--- config.mk ---
export PLATFORM = sky130hd
export DESIGN_NAME = dteu_ram
export DESIGN_NICKNAME = d
export VERILOG_FILES = /design/src/dfs_tree_edge_union_assert.svh /design/src/dteu_ram.sv
export SDC_FILE = /design/constraint.sdc
export NUM_CORES = 2
export LEC_CHECK = 0
export BUFFER_PORTS_ARGS = -buffer_cell sky130_fd_sc_hd__buf_2
export CAP_MARGIN = 40
export CORE_UTILIZATION = 65
export CTS_CLUSTER_SIZE = 8
export DETAILED_ROUTE_END_ITERATION = 10
export GPL_TIMING_DRIVEN = 0
export PLACE_DENSITY_LB_ADDON = 0.08
export SYNTH_ARGS = -nofsm -noshare
export SYNTH_HDL_FRONTEND = slang
export SYNTH_SLANG_ARGS = --single-unit
--- constraint.sdc ---
create_clock -name clk_i -period 8.8 [get_ports clk_i]
set_input_delay 0.44 -clock clk_i [delete_from_list [all_inputs] [get_ports clk_i]]
set_output_delay 0.44 -clock clk_i [all_outputs]
set_load 0.02 [all_outputs]
--- src/dfs_tree_edge_union_assert.svh ---
// assertion macros for the dfs tree edge union block
`ifndef DFS_TREE_EDGE_UNION_ASSERT_SVH
`define DFS_TREE_EDGE_UNION_ASSERT_SVH

// property checked on every clock edge outside reset
`define DTEU_ASSERT(lbl, clk, rst_n, prop, msg) \
  lbl: assert property (@(posedge clk) disable iff (!rst_n) (prop)) else $error(msg);

// implication checked on every clock edge outside reset
`define DTEU_ASSERT_IMPL(lbl, clk, rst_n, ante, cons, msg) \
  lbl: assert property (@(posedge clk) disable iff (!rst_n) (ante) |-> (cons)) else $error(msg);

`endif

--- src/dteu_ram.sv ---
// generic single write port ram with registered read
module dteu_ram
#(
  parameter int WIDTH = 64,
  parameter int DEPTH = 64
)
(
  input  logic                     clk_i,
  input  logic                     we_i,
  input  logic [$clog2(DEPTH)-1:0] waddr_i,
  input  logic [WIDTH-1:0]         wdata_i,
  input  logic [$clog2(DEPTH)-1:0] raddr_i,
  output logic [WIDTH-1:0]         rdata_o
);

  logic [WIDTH-1:0] mem [DEPTH];
  logic [WIDTH-1:0] rdata_q;

  always_ff @(posedge clk_i) begin
    if (we_i) mem[waddr_i] <= wdata_i;
    rdata_q <= mem[raddr_i];
  end

  assign rdata_o = rdata_q;

endmodule

==> results.toml <==
[status]
outcome = "completed"

[sta]
slew_headroom_pct = 31.5
setup_slack_ps = 4780
layout_min_cycle_time_ps = 4020
slew_violations = 0
hold_violations = 0
max_freq_mhz = 249
tightest_slew_ps = 1030
rsz0062_at_grt = "false"
hold-worst-slack_ps = 53.0
fin_crit_sh_pct = 45.7
clock_skew_ps = 44.4
setup_viol = 0

[clock_network]
cts_setup_buffers = 0
clk_pin_slew_ps = 50
cts_buffer_depth = 4
root_buffer = "clkbuf_16"
clk_latency_ps = 970
cts-resized-gates = 0
cts_tree = "built"
cts.sinks = 4160
htree_num_levels = 6
tritoncts.num_buffers = 601
cts_hold_buffers = 58

[route]
post_drt_wl_per_cell_um = 40.0
drt_iter0_markers = 13300
vias_per_cell = 7.30
wirelength_um = 443000
first_pass_iters = 8
drc = 0
num_vias = 80800
postRouteAntennaNets = 0

[setup_path]
cp-start-kind = "input pin"
crit_fanout = 10
crit_type = "input pin to flip-flop"
required_ps = 9570
worstPathArrival_ps = 4790
cp-end-kind = "flip-flop"
reg2regPathDepth = 5

[die]
initial_core_util_pct = 65.5
core_area_um2 = 239000
dieWidth_um = 492
rows = 179
fp.dieH_um = 492
die_area_um2 = 243000
ios = 142

[layout]
drive_above_1_share_pct = 31.1
area_growth_pct = 18.1
layout.nets = 7817
fill_cells = 11600
fin_cells = 11100

[power]
p_leak_uw = 0.0591
ir_worst_vdd_uv = 220
p_per_area_nw_per_um2 = 242

[logic_synthesis]
syn-num-nets = 6676
synth.avg_cell_area_um2 = 23.7
syn_inst = 6598
yosys.cell_types.count = 33
synth_warnings = 0
synthFlopType = "edfxtp_1"
synth_edf_count = 4096
netlist_area_um2 = 156000
synth-seq-cells = 4160
ys_seq_area_share_pct = 79.5
async_flop_share_pct = 0

[global_routing]
grt_pass1_wl_um = 611000
grt_pass1_vias = 82100
antenna_found_initial = 35
track_usage_pct = 36.8
grt_overflow_total = 0
grt_max_degree = 65

[placement]
dp_hpwl_um = 282000
globalplace.congestion = 0.836
placedCellCount = 10200
pre_cts_ws_ps = 4200
numPortBuffers = 133

[worst_hold_path]
min_path_cells = 1
hp-class = "input pin to flip-flop"

[flow_run]
maxCapViolCount = 0
-- cell type report --
cell class	count	area, µm²	area share (%)
flip-flops and latches	4160	124000	67.3
multi-input cells	2049	30700	16.6
clock buffers	719	15700	8.51
repair buffers	538	7650	4.14
well taps	3167	3960	2.15
plain buffers	370	1780	0.965
clock inverters	30	382	0.207
inverters	19	71.3	0.0386
diodes	13	32.5	0.0176
-- report_power, final --
part | internal (µW) | switching (µW)
Clock | 12400 | 7930
Combinational | 819 | 1530
Sequential | 22000 | 50.4
-- Yosys cell counts (2+ instances only) --
master / n / area, µm²
o221ai_1: 38 / 333
nor2b_1: 28 / 175
a2bb2oi_1: 19 / 166
a22oi_1: 168 / 1260
mux4_2: 1024 / 23100
nor3_1: 2 / 10.0
nand4_1: 2 / 12.5
and2_1: 3 / 18.8
edfxtp_1: 4096 / 123000
buf_2: 170 / 851
nand2b_1: 11 / 68.8
or2_2: 28 / 175
buf_6: 6 / 67.6
buf_4: 34 / 255
inv_1: 19 / 71.3
or3_1: 29 / 181
and3_1: 64 / 400
mux2i_1: 135 / 1350
dfxtp_1: 64 / 1280
clkbuf_1: 140 / 526
nand2_1: 58 / 218
a31oi_1: 18 / 113
nand3b_1: 2 / 15.0
nand3_1: 45 / 225
o22ai_1: 83 / 519
a211oi_1: 63 / 473
a41oi_1: 26 / 228
nor2_1: 112 / 420
a22o_1: 88 / 771
buf_1: 20 / 75.1
-- worst max-delay path: stages --
cell and delay [ps]:
buf_2 280, buf_4 340, buf_2 520, buf_2 780, buf_4 380, mux2i_1 130
o22ai_1 730, a31oi_1 400, a211oi_1 750
-- registers in the layout, summed over array words and instances, names as in the netlist --
register  flops
mem        4096
rdata_o      64
-- cells in the final DEF (no fill, tap or decap), types with 3 or more instances in the layout --
master,synthesis,final
a211oi_1,63,63
a22o_1,88,88
a22oi_1,168,168
a2bb2oi_1,19,19
a31oi_1,18,18
a41oi_1,26,26
and2_1,3,3
and3_1,64,64
buf_1,20,19
buf_12,0,214
buf_16,0,48
buf_2,170,307
buf_4,34,83
buf_6,6,24
buf_8,0,13
clkbuf_1,140,242
clkbuf_16,0,612
clkbuf_2,0,5
clkinv_8,0,10
dfxtp_1,64,64
diode_2,0,13
dlygate4sd3_1,0,58
edfxtp_1,4096,4096
inv_1,19,19
inv_6,0,17
mux2i_1,135,135
mux4_2,1024,1024
nand2_1,58,58
nand2b_1,11,11
nand3_1,45,45
nor2_1,112,50
nor2_4,0,62
nor2b_1,28,28
o221ai_1,38,38
o22ai_1,83,83
or2_2,28,28
or3_1,29,29
-- through the flow --
step | setup TNS (ps) | utilization [%] | power (µW) | area (µm²)
final | 0 | 77.4 | 44700 | 185000
after floorplan | 0 | - | 23500 | 156000
after detailed placement | 0 | 70.2 | 24600 | 168000
after global placement | -379030 | 67.5 | 24400 | 161000
after CTS | 0 | 77.2 | 44600 | 184000
after global routing | 0 | 77.4 | 45500 | 185000
-- worst paths after layout --
check,startpoint,end,slack (ps)
hold reg to reg,mem[62][30]$_DFFE_PP_,rdata_o[30]$_DFF_P_,870
setup / recovery,raddr_i[2],rdata_o[7]$_DFF_P_,4780
hold / removal,wdata_i[24],mem[43][24]$_DFFE_PP_,50
setup reg to reg,mem[63][7]$_DFFE_PP_,rdata_o[7]$_DFF_P_,6080
-- per-layer routing --
layer,track usage [%],routed length (µm)
met4,16.3,21800
met5,0,92
met1,50.3,152000
met2,55.9,207000
met3,11.3,62000
-- logic make-up (layout without fill, tap and decap cells) --
family / after synthesis / count (layout) / share of synthesized area [%]
other: 0 / 13 / 0
AND/OR/NAND/NOR: 386 / 386 / 1.24
AO/OA/AOI/OAI: 504 / 504 / 2.48
multiplexers: 1159 / 1159 / 15.6
flip-flops: 4160 / 4160 / 79.5
buffers and inverters: 389 / 1676 / 1.18
No activity file was read; power rests on OpenSTA's default activity.
